## src/hw/rtl/fbc_pkg.sv

```systemverilog
// Shared constants and types of the free block coalescer.
package fbc_pkg;

    localparam int ADDR_BITS  = 40;
    localparam int RATIO_BITS = 16;
    localparam int ALU_BITS   = ADDR_BITS + 1;
    localparam int CNT_BITS   = $clog2(RATIO_BITS);

    typedef struct packed {
        logic [ALU_BITS-1:0] op_a;
        logic [ALU_BITS-1:0] op_b;
        logic                sub;
    } alu_req_t;

    typedef struct packed {
        logic [ALU_BITS-1:0] sum;
        logic                carry;
    } alu_rsp_t;

    typedef struct packed {
        logic                  valid;
        logic [ADDR_BITS-1:0]  addr;
        logic [ADDR_BITS-1:0]  size;
        logic                  free;
        logic                  last;
        logic [ADDR_BITS-1:0]  reclaimed;
        logic [RATIO_BITS-1:0] frag;
    } emit_t;

endpackage

```

## src/hw/rtl/fbc_alu.sv

```systemverilog
// Shared adder/subtractor used by the arithmetic steps of the sequencer.
module fbc_alu
    import fbc_pkg::*;
(
    input  alu_req_t req,
    output alu_rsp_t rsp
);

    logic [ALU_BITS-1:0] op_b_eff;
    logic [ALU_BITS:0]   total;

    assign op_b_eff  = req.sub ? ~req.op_b : req.op_b;
    assign total     = {1'b0, req.op_a} + {1'b0, op_b_eff} + {{ALU_BITS{1'b0}}, req.sub};
    assign rsp.sum   = total[ALU_BITS-1:0];
    assign rsp.carry = total[ALU_BITS];

endmodule

```

## config.mk

```make
export PLATFORM = sky130hd
export DESIGN_NAME = fbc_alu
export DESIGN_NICKNAME = d
export VERILOG_FILES = /design/src/hw/rtl/fbc_pkg.sv /design/src/hw/rtl/fbc_alu.sv
export SDC_FILE = /design/constraint.sdc
export NUM_CORES = 1
export LEC_CHECK = 0
export BUFFER_PORTS_ARGS = -buffer_cell sky130_fd_sc_hd__buf_2
export CAP_MARGIN = 20
export CORE_MARGIN = 1
export CORE_UTILIZATION = 25
export DETAILED_ROUTE_END_ITERATION = 8
export RECOVER_POWER = 100
export SETUP_SLACK_MARGIN = 0.05
export SLEW_MARGIN = 5
export SYNTH_ARGS = -nofsm -noshare
export SYNTH_HDL_FRONTEND = slang
export SYNTH_SLANG_ARGS = --single-unit
```

## constraint.sdc

```tcl
create_clock -name vclk -period 4.3
set_input_delay 0.215 -clock vclk [all_inputs]
set_output_delay 0.215 -clock vclk [all_outputs]
set_load 0.02 [all_outputs]
```

Yosys cells after proc, flatten, opt, wreduce, memory -nomap -nowiden
Index checks and enable logic that the tools add are counted.
{"block": "word_totals", "ff_bits": 0, "inputBits": 83, "output_inout_bits": 42}
{"block": "op_classes", "add_sub_neg": 2, "n_mux": 1, "n_bitwise": 1}
{"cell": "adder 41 x 41 -> 42 bit", "n": 1}
{"cell": "adder 42 x 1 -> 42 bit", "n": 1}
{"cell": "two-way mux 41 bit", "n": 1}
{"cell": "inverter 41 bit", "n": 1}

Depth between registers and ports, before layout
Gate-level depths: netlist (run 1).
{"block": "logic_depth", "word_depth": 4, "depth_mapped": 13, "mapped_depth_nobuf": 11}

Worst setup path before layout (run 1)
Ideal clock, no wire load.
{"block": "synth_timing", "path_kind": "input to output", "from": "in req[0] (netlist name)", "to": "out rsp[38] (netlist name)", "t_arrival_ps": 2896, "required_ps": 4085, "slack_ps": 1189, "path_stages": 12, "path_buffers": 2, "path_cell_list": "clkbuf_1 > buf_1 > xor2_1 > ha_1 > a211oi_2 > o211ai_2 > o221ai_2 > o21ai_1 > a21boi_2 > o31a_1 > o21bai_2 > xor2_1"}
{"element": "start, declared", "line": "fbc_alu.sv:5", "text": "input alu_req_t req,"}
{"element": "end, declared", "line": "fbc_alu.sv:6", "text": "output alu_rsp_t rsp"}

==> results.py, run 1 <==
metrics = {
    "floorplanning": {
        "fp.dieW_um": 107,
        "die_area_um2": 11400,
        "ios": 125,
        "core_area_um2": 10500,
        "initial_core_util": 0.262,
        "die_y_um": 107,
        "row_count": 37,
    },
    "worst_setup_path": {
        "critPathLaunchType": "primary input",
        "worstSetupEndpointType": "primary output",
        "cp_max_fo": 23,
        "required_ns": 4.09,
        "critPathArrivalTime_ns": 3.62,
        "criticalPathCategory": "primary input to primary output",
    },
    "synthesis": {
        "avgSynthCellArea_um2": 7.16,
        "synthCells": 384,
        "synth-simple-area-share": 0.164,
        "netlist_top_cells_area": "ha_1 (20%), xor2_1 (19%), a21oi_1 (7.8%)",
        "synth_top_area_share": 0.200,
        "synth_fp_nets": 512,
        "yosysTopAreaCell": "ha_1",
        "synth_compound_area_frac": 0.333,
        "synth_top_family_by_area": "compound AO/OA/AOI/OAI gates",
        "synth_mux_area_frac": 0.00364,
        "synthAdderAreaFrac": 0.208,
        "syn_area_um2": 2750,
        "yosysSeqAreaShare": 0,
        "yosys_warnings": 0,
        "synth_cell_types": 54,
        "synth-xor-area-share": 0.255,
    },
    "hold_path": {
        "hp-class": "primary input to primary output",
    },
    "routing": {
        "top_layer": "met4",
        "drc": 0,
        "totalWireLength_um": 8870,
        "wl_per_cell_um": 14.1,
        "num_vias": 3139,
        "detail_route.iter0.violations": 74,
        "first_pass_iters": 4,
        "route.met2.wl_um": 4070,
        "wl_met3_um": 323,
        "final_antenna_net_count": 0,
        "wl_met1_um": 4420,
        "avgViaCountPerCell": 4.99,
    },
    "cts": {
        "post_cts_buffers": 0,
        "ctsHoldBuffers": 0,
        "post_cts_resized": 0,
    },
    "timing": {
        "worstMarginPinSlew_ns": 0.631,
        "finalCriticalPeriod_ns": 3.84,
        "fmax_ghz": 0.261,
        "final.setup.tns_ns": 0,
        "slew_viol_final": 0,
        "maxSlewHeadroom": 0.580,
        "grt_setup_unrepaired": "false",
        "period_share": 0.892,
        "hold_viol": 0,
        "setup_violations": 0,
    },
    "grt": {
        "grt_antenna_before_repair": 0,
        "grt_start_max_net_pins": 24,
        "grt_pass1_vias": 3073,
        "grt.overflow.total": 0,
        "grt_pass1_wl_um": 14200,
        "track_usage": 0.149,
    },
    "finish": {
        "antenna_cells": 0,
        "drive_gt1_frac": 0.229,
        "final_nets": 623,
        "regArea_um2": 0,
        "fill_cells": 1179,
        "seq_cells": 0,
        "clock_buffers": 0,
        "synthToLayoutAreaGrowth_pct": 24.8,
    },
    "placed_design": {
        "gp_congestion": 0.890,
        "port_buffers": 125,
        "dp_hpwl_um": 7740,
    },
    "run_status": {
        "status": "finished clean",
    },
    "power": {
        "ir_worst_vdd_v": 0.0000918,
        "power_density_nw_per_um2": 273,
        "p_leak_nw": 1.67,
        "power.total_w": 0.000938,
    },
    "flow_run": {
        "cap_violations": 0,
    },
}
-- synth_stat cells, types with 2 or more instances --
library cell,instances
clkbuf_1,12
o21a_1,4
a21oi_1,43
xnor2_1,21
nand2_1,30
nor3_1,7
a211oi_2,2
o221ai_1,2
a21o_1,18
xor2_1,59
a31oi_1,3
a311oi_1,2
nand3_1,8
o21ai_1,13
inv_1,7
and3_1,6
buf_2,3
o211ai_1,2
buf_1,3
a21oi_2,5
o31a_1,2
a221oi_1,2
ha_1,44
nand4_1,9
o21bai_1,9
nand2b_1,5
nor2_1,24
o2111ai_1,2
o21ai_0,11
a211oi_1,2
-- critical path, stage by stage --
cell and delay [ns]:
buf_2 0.50, xor2_1 0.26, ha_1 0.31, a211oi_1 0.38
nor2_1 0.13, o221ai_1 0.46, o21ai_0 0.29, a21boi_2 0.28
o31a_1 0.30, o21bai_2 0.11, xor2_1 0.13, clkbuf_1 0.25
-- metal layers --
| layer | up-vias | GRT usage |
|---|---|---|
| met5 | - | 0 |
| met4 | 0 | 0.00783 |
| met3 | 4 | 0.00547 |
| met2 | 91 | 0.261 |
| met1 | 1428 | 0.209 |
| li1 | 1616 | - |
-- cells by family after synthesis --
group | after synthesis
AND/OR/NAND/NOR | 96
XOR/XNOR | 80
buffers and inverters | 26
multiplexers | 1
adder cells (fa/ha/maj) | 45
AO/OA/AOI/OAI | 136
-- power by group --
| part | switching, W | internal (W) | total, W |
|---|---|---|---|
| combinational | 0.000595 | 0.000342 | 0.000938 |
| sequential | 0 | 0 | 0 |
| clock | 0 | 0 | 0 |
-- layout make-up --
type	count	area [µm²]	area share
inverter	8	30.0	0.00876
multi-input combinational	358	2620	0.764
tap	136	170	0.0496
timing repair buffer	127	609	0.178
-- final timing paths --
check | slack [ns] | end | cells after the start | start
setup / recovery | 0.46 | rsp[38] | 12 | req[0]
hold / removal | 0.79 | rsp[1] | 3 | req[42]
-- cells in the final DEF (no fill, tap or decap), types with 2 or more instances in the layout --
cell type  count
and3_1         6
a221oi_1       2
nand2b_1       5
nand2_1       30
o31ai_1        2
clkbuf_1      25
o21ai_0       15
nand3_1        8
nor2_1        24
a211oi_1       3
a31oi_1        3
o211ai_1       2
a21oi_1       46
o21ai_1        9
ha_1          44
o21bai_1       9
inv_1          7
o31a_1         2
xnor2_1       21
xor2_1        59
o21a_1         4
buf_4          2
a311oi_1       2
a21o_1        18
nand4_1        9
nor3_1         7
a21oi_2        2
o2111ai_1      2
o221ai_1       3
buf_2        100
-- per-stage QoR --
| stage | std cells | cell area (µm²) | hold WS [ns] | utilization | worst slack [ns] |
|---|---|---|---|---|---|
| floorplan | 384 | 2750 | 0.554 | - | 1.19 |
| global placement | 629 | 3490 | 0.777 | 0.332 | 0.937 |
| detailed placement | 629 | 3490 | 0.781 | 0.332 | 0.804 |
| CTS | 629 | 3490 | 0.781 | 0.332 | 0.783 |
| global route | 629 | 3430 | 0.811 | 0.326 | 0.278 |
| finish | 629 | 3430 | 0.792 | 0.326 | 0.465 |
Note: power is estimated with default switching activity, not from simulation.
==> inputs of run 2 (changes only) <==
--- a/config.mk
+++ b/config.mk
@@ -8,8 +8,9 @@
 export BUFFER_PORTS_ARGS = -buffer_cell sky130_fd_sc_hd__buf_2
 export CAP_MARGIN = 20
 export CORE_MARGIN = 1
-export CORE_UTILIZATION = 25
+export CORE_UTILIZATION = 37
 export DETAILED_ROUTE_END_ITERATION = 8
+export PLACE_DENSITY = 0.65
 export RECOVER_POWER = 100
 export SETUP_SLACK_MARGIN = 0.05
 export SLEW_MARGIN = 5
==> results.py, run 2 (synthesized netlist as in run 1, its figures left out) <==
metrics = {
    "worst_setup_path": {
        "critPathArrivalTime_ns": 3.62,
        "crit_chain": "buf_2 -> xor2_1 -> ha_1 -> a211oi_1 -> o211ai_2 -> o221ai_1 -> o21ai_0 -> a21boi_2 -> o31a_1 -> o21bai_2 -> xor2_1 -> clkbuf_1",
        "cp-startpoint": "req[0]",
        "critPathSlowestCell": "buf_2",
        "critPathMostFrequentCell": "xor2_1",
        "worstSetupEndpointType": "primary output",
        "required_ns": 4.09,
        "critPathLaunchType": "primary input",
        "criticalPathCategory": "primary input to primary output",
        "cp_max_fo": 23,
        "critPathTopFamily": "compound AO/OA/AOI/OAI gates",
        "max_stage_delay_ns": 0.49,
        "crit_buf_inv": 2,
    },
    "grt": {
        "grt.overflow.total": 0,
        "grt_start_max_net_pins": 24,
        "track_usage": 0.202,
        "grt_antenna_before_repair": 0,
        "grt_pass1_vias": 2913,
        "grt_pass1_wl_um": 13000,
    },
    "routing": {
        "avgViaCountPerCell": 5.28,
        "num_vias": 3124,
        "totalWireLength_um": 7970,
        "detail_route.iter0.violations": 110,
        "final_antenna_net_count": 0,
        "first_pass_iters": 5,
        "drc": 0,
        "wl_per_cell_um": 13.5,
    },
    "floorplanning": {
        "initial_core_util": 0.381,
        "ios": 125,
        "die_y_um": 88.2,
        "fp.dieW_um": 88.2,
        "die_area_um2": 7780,
        "row_count": 31,
        "core_area_um2": 7210,
    },
    "finish": {
        "final_nets": 623,
        "seq_cells": 0,
        "synthToLayoutAreaGrowth_pct": 23.0,
        "drive_gt1_frac": 0.223,
        "antenna_cells": 0,
        "clock_buffers": 0,
        "fin_cells": 592,
        "regArea_um2": 0,
        "layout_common_cells": "buf_2 (96), xor2_1 (59), a21oi_1 (45)",
        "final_common_cell": "buf_2",
    },
    "power": {
        "p_comb_frac": 1.000,
        "swShare": 0.631,
        "power_switching_w": 0.000579,
        "ir_worst_vdd_v": 0.0000919,
        "p_int_w": 0.000338,
        "power_density_nw_per_um2": 271,
        "p_seq_frac": 0,
        "p_leak_nw": 1.66,
        "clkPwrFrac": 0,
    },
    "hold_path": {
        "min_from": "req[42]",
        "hp-class": "primary input to primary output",
    },
    "placed_design": {
        "dp_hpwl_um": 6850,
        "port_buffers": 125,
        "gp_congestion": 0.885,
        "place_inst": 592,
    },
    "timing": {
        "fmax_ghz": 0.261,
        "finalCriticalPeriod_ns": 3.83,
        "hold_viol": 0,
        "final.setup.tns_ns": 0,
        "maxSlewHeadroom": 0.588,
        "slew_viol_final": 0,
        "period_share": 0.891,
        "worstMarginPinSlew_ns": 0.617,
        "setup_violations": 0,
        "grt_setup_unrepaired": "false",
    },
    "cts": {
        "ctsHoldBuffers": 0,
        "post_cts_buffers": 0,
        "post_cts_resized": 0,
    },
    "run_status": {
        "status": "finished clean",
    },
    "flow_run": {
        "cap_violations": 0,
    },
}
==> run 2: cell count changes in the layout (fill, tap and decap cells not counted), sizes merged <==
cell	before	now
buf	102	98
clkbuf	25	29
==> run 2: cell type report <==
class | count | area (µm²)
Fill cell | 798 | 3830
Inverter | 8 | 30.0
Multi-Input combinational cell | 358 | 2620
Tap cell | 99 | 124
Timing Repair Buffer | 127 | 604
==> run 2: worst min-delay path: cells and delay by family <==
family	cells	cell delay (ns)
xor+xnor	1	0.09
buf+inv	2	0.28
==> run 2: final timing paths <==
check	end	slack [ns]	cells past startpoint
max	rsp[38]	0.47	12
min	rsp[1]	0.79	3
==> run 2: stage by stage <==
stage	util	setup slack (ns)	power, W	cell area, µm²	hold slack [ns]
2_1_floorplan	-	1.19	0.000678	2750	0.554
5_1_grt	0.469	0.205	0.00101	3380	0.815
3_5_place_dp	0.477	0.696	0.000947	3440	0.776
4_1_cts	0.477	0.674	0.000950	3440	0.776
3_3_place_gp	0.477	0.689	0.000941	3440	0.774
6_report	0.469	0.469	0.000917	3380	0.794
==> run 2: power by group through the flow <==
stage	clock, W	sequential, W	combinational, W
6_report	0	0	0.000917
3_3_place_gp	0	0	0.000941
3_5_place_dp	0	0	0.000947
4_1_cts	0	0	0.000950
5_1_grt	0	0	0.00101
2_1_floorplan	0	0	0.000678
==> run 2: per-layer routing <==
layer	GRT usage	vias to the layer above	share of wire
li1	-	1626	-
met1	0.272	1393	0.46
met2	0.363	93	0.48
met3	0.00943	12	0.045
met4	0.0235	0	0.016
met5	0	-	0
==> inputs of run 3 (changes only) <==
--- a/config.mk
+++ b/config.mk
@@ -7,11 +7,14 @@
 export LEC_CHECK = 0
 export BUFFER_PORTS_ARGS = -buffer_cell sky130_fd_sc_hd__buf_2
 export CAP_MARGIN = 20
+export CELL_PAD_IN_SITES_DETAIL_PLACEMENT = 2
+export CELL_PAD_IN_SITES_GLOBAL_PLACEMENT = 2
 export CORE_MARGIN = 1
-export CORE_UTILIZATION = 37
+export CORE_UTILIZATION = 28
 export DETAILED_ROUTE_END_ITERATION = 8
-export PLACE_DENSITY = 0.65
+export PLACE_DENSITY_LB_ADDON = 0.1
 export RECOVER_POWER = 100
+export REMOVE_ABC_BUFFERS = 1
 export SETUP_SLACK_MARGIN = 0.05
 export SLEW_MARGIN = 5
 export SYNTH_ARGS = -nofsm -noshare
==> results.py, run 3 (synthesized netlist as in run 1, its figures left out) <==
metrics = {
    "run_status": {
        "status": "finished clean",
    },
    "worst_setup_path": {
        "critPathLaunchType": "primary input",
        "worstSetupEndpointType": "primary output",
        "required_ns": 4.09,
        "critPathArrivalTime_ns": 3.54,
        "cp_max_fo": 15,
        "criticalPathCategory": "primary input to primary output",
    },
    "floorplanning": {
        "ios": 125,
        "fp.dieW_um": 101,
        "die_area_um2": 10200,
        "initial_core_util": 0.293,
        "core_area_um2": 9370,
        "die_y_um": 101,
        "row_count": 35,
    },
    "placed_design": {
        "dp_hpwl_um": 8820,
        "port_buffers": 125,
        "place_area_um2": 3490,
        "gp_congestion": 0.872,
    },
    "routing": {
        "totalWireLength_um": 9900,
        "drc": 0,
        "num_vias": 3170,
        "final_antenna_net_count": 0,
        "detail_route.iter0.violations": 68,
        "first_pass_iters": 4,
        "wl_per_cell_um": 15.9,
        "avgViaCountPerCell": 5.10,
    },
    "finish": {
        "drive_gt1_frac": 0.231,
        "seq_cells": 0,
        "synthToLayoutAreaGrowth_pct": 24.9,
        "final_util": 0.366,
        "final_nets": 623,
        "clock_buffers": 0,
        "regArea_um2": 0,
        "layout_common_cells": "buf_2 (101), xor2_1 (59), a21oi_1 (46)",
        "antenna_cells": 0,
        "design_area_um2": 3430,
        "multi_input_area_um2": 2620,
        "final_common_cell": "buf_2",
        "fill_cells": 1190,
    },
    "timing": {
        "worstMarginPinSlew_ns": 0.573,
        "grt_setup_unrepaired": "false",
        "maxSlewHeadroom": 0.613,
        "setup_violations": 0,
        "whs_ns": 0.743,
        "finalCriticalPeriod_ns": 3.75,
        "final.setup.tns_ns": 0,
        "period_share": 0.873,
        "hold_viol": 0,
        "fmax_ghz": 0.266,
        "slew_viol_final": 0,
    },
    "power": {
        "ir_worst_vdd_v": 0.000123,
        "power_density_nw_per_um2": 277,
        "p_leak_nw": 1.68,
        "power.total_w": 0.000951,
    },
    "grt": {
        "grt_start_max_net_pins": 18,
        "grt.overflow.total": 0,
        "track_usage": 0.192,
        "grt_antenna_before_repair": 0,
        "grt_pass1_wl_um": 16300,
        "grt_pass1_vias": 3482,
    },
    "cts": {
        "post_cts_buffers": 0,
        "post_cts_resized": 0,
        "ctsHoldBuffers": 0,
    },
    "hold_path": {
        "min_to": "rsp[1]",
        "worstHoldPathCells": 3,
        "hp-class": "primary input to primary output",
        "min_from": "req[42]",
    },
    "flow_run": {
        "cap_violations": 0,
    },
}
-- run 3: worst max path at each step --
stage | startpoint | to | cells after the start | slack (ns)
floorplan | req[1] | rsp[35] | 11 | 1.74
global placement | req[0] | rsp[38] | 13 | 0.83
detailed placement | req[0] | rsp[38] | 13 | 0.74
CTS | req[0] | rsp[38] | 13 | 0.72
global route | req[0] | rsp[38] | 13 | 0.22
finish | req[0] | rsp[38] | 13 | 0.55
-- run 3: layout make-up --
class	count	area share
timing repair buffer	127	0.181
tap	129	0.0470
inverter	8	0.00874
multi-input combinational	358	0.763
-- run 3: power breakdown --
| group | switching (W) | internal (W) |
|---|---|---|
| sequential | 0 | 0 |
| clock | 0 | 0 |
| combinational | 0.000605 | 0.000345 |
-- run 3: per-layer routing --
layer | track usage | vias up | wire, µm
met5 | 0 | - | 0
met4 | 0 | 0 | 0
met3 | 0.0153 | 0 | 405
met2 | 0.374 | 70 | 5010
met1 | 0.241 | 1482 | 4480
li1 | - | 1618 | -
-- run 3: worst max-delay path: stages --
cell	delay (ns)
buf_2	0.36
buf_4	0.30
xor2_1	0.21
ha_1	0.30
a211oi_2	0.31
o211ai_2	0.12
o221ai_1	0.39
o21ai_0	0.27
a21boi_2	0.31
o31a_1	0.31
o21bai_2	0.11
xor2_1	0.13
buf_2	0.18
-- run 3: per-stage QoR --
step / cells / setup slack, ns
6_report: 622 / 0.546
5_1_grt: 622 / 0.223
4_1_cts: 622 / 0.721
3_5_place_dp: 622 / 0.740
3_3_place_gp: 622 / 0.832
2_1_floorplan: 366 / 1.74
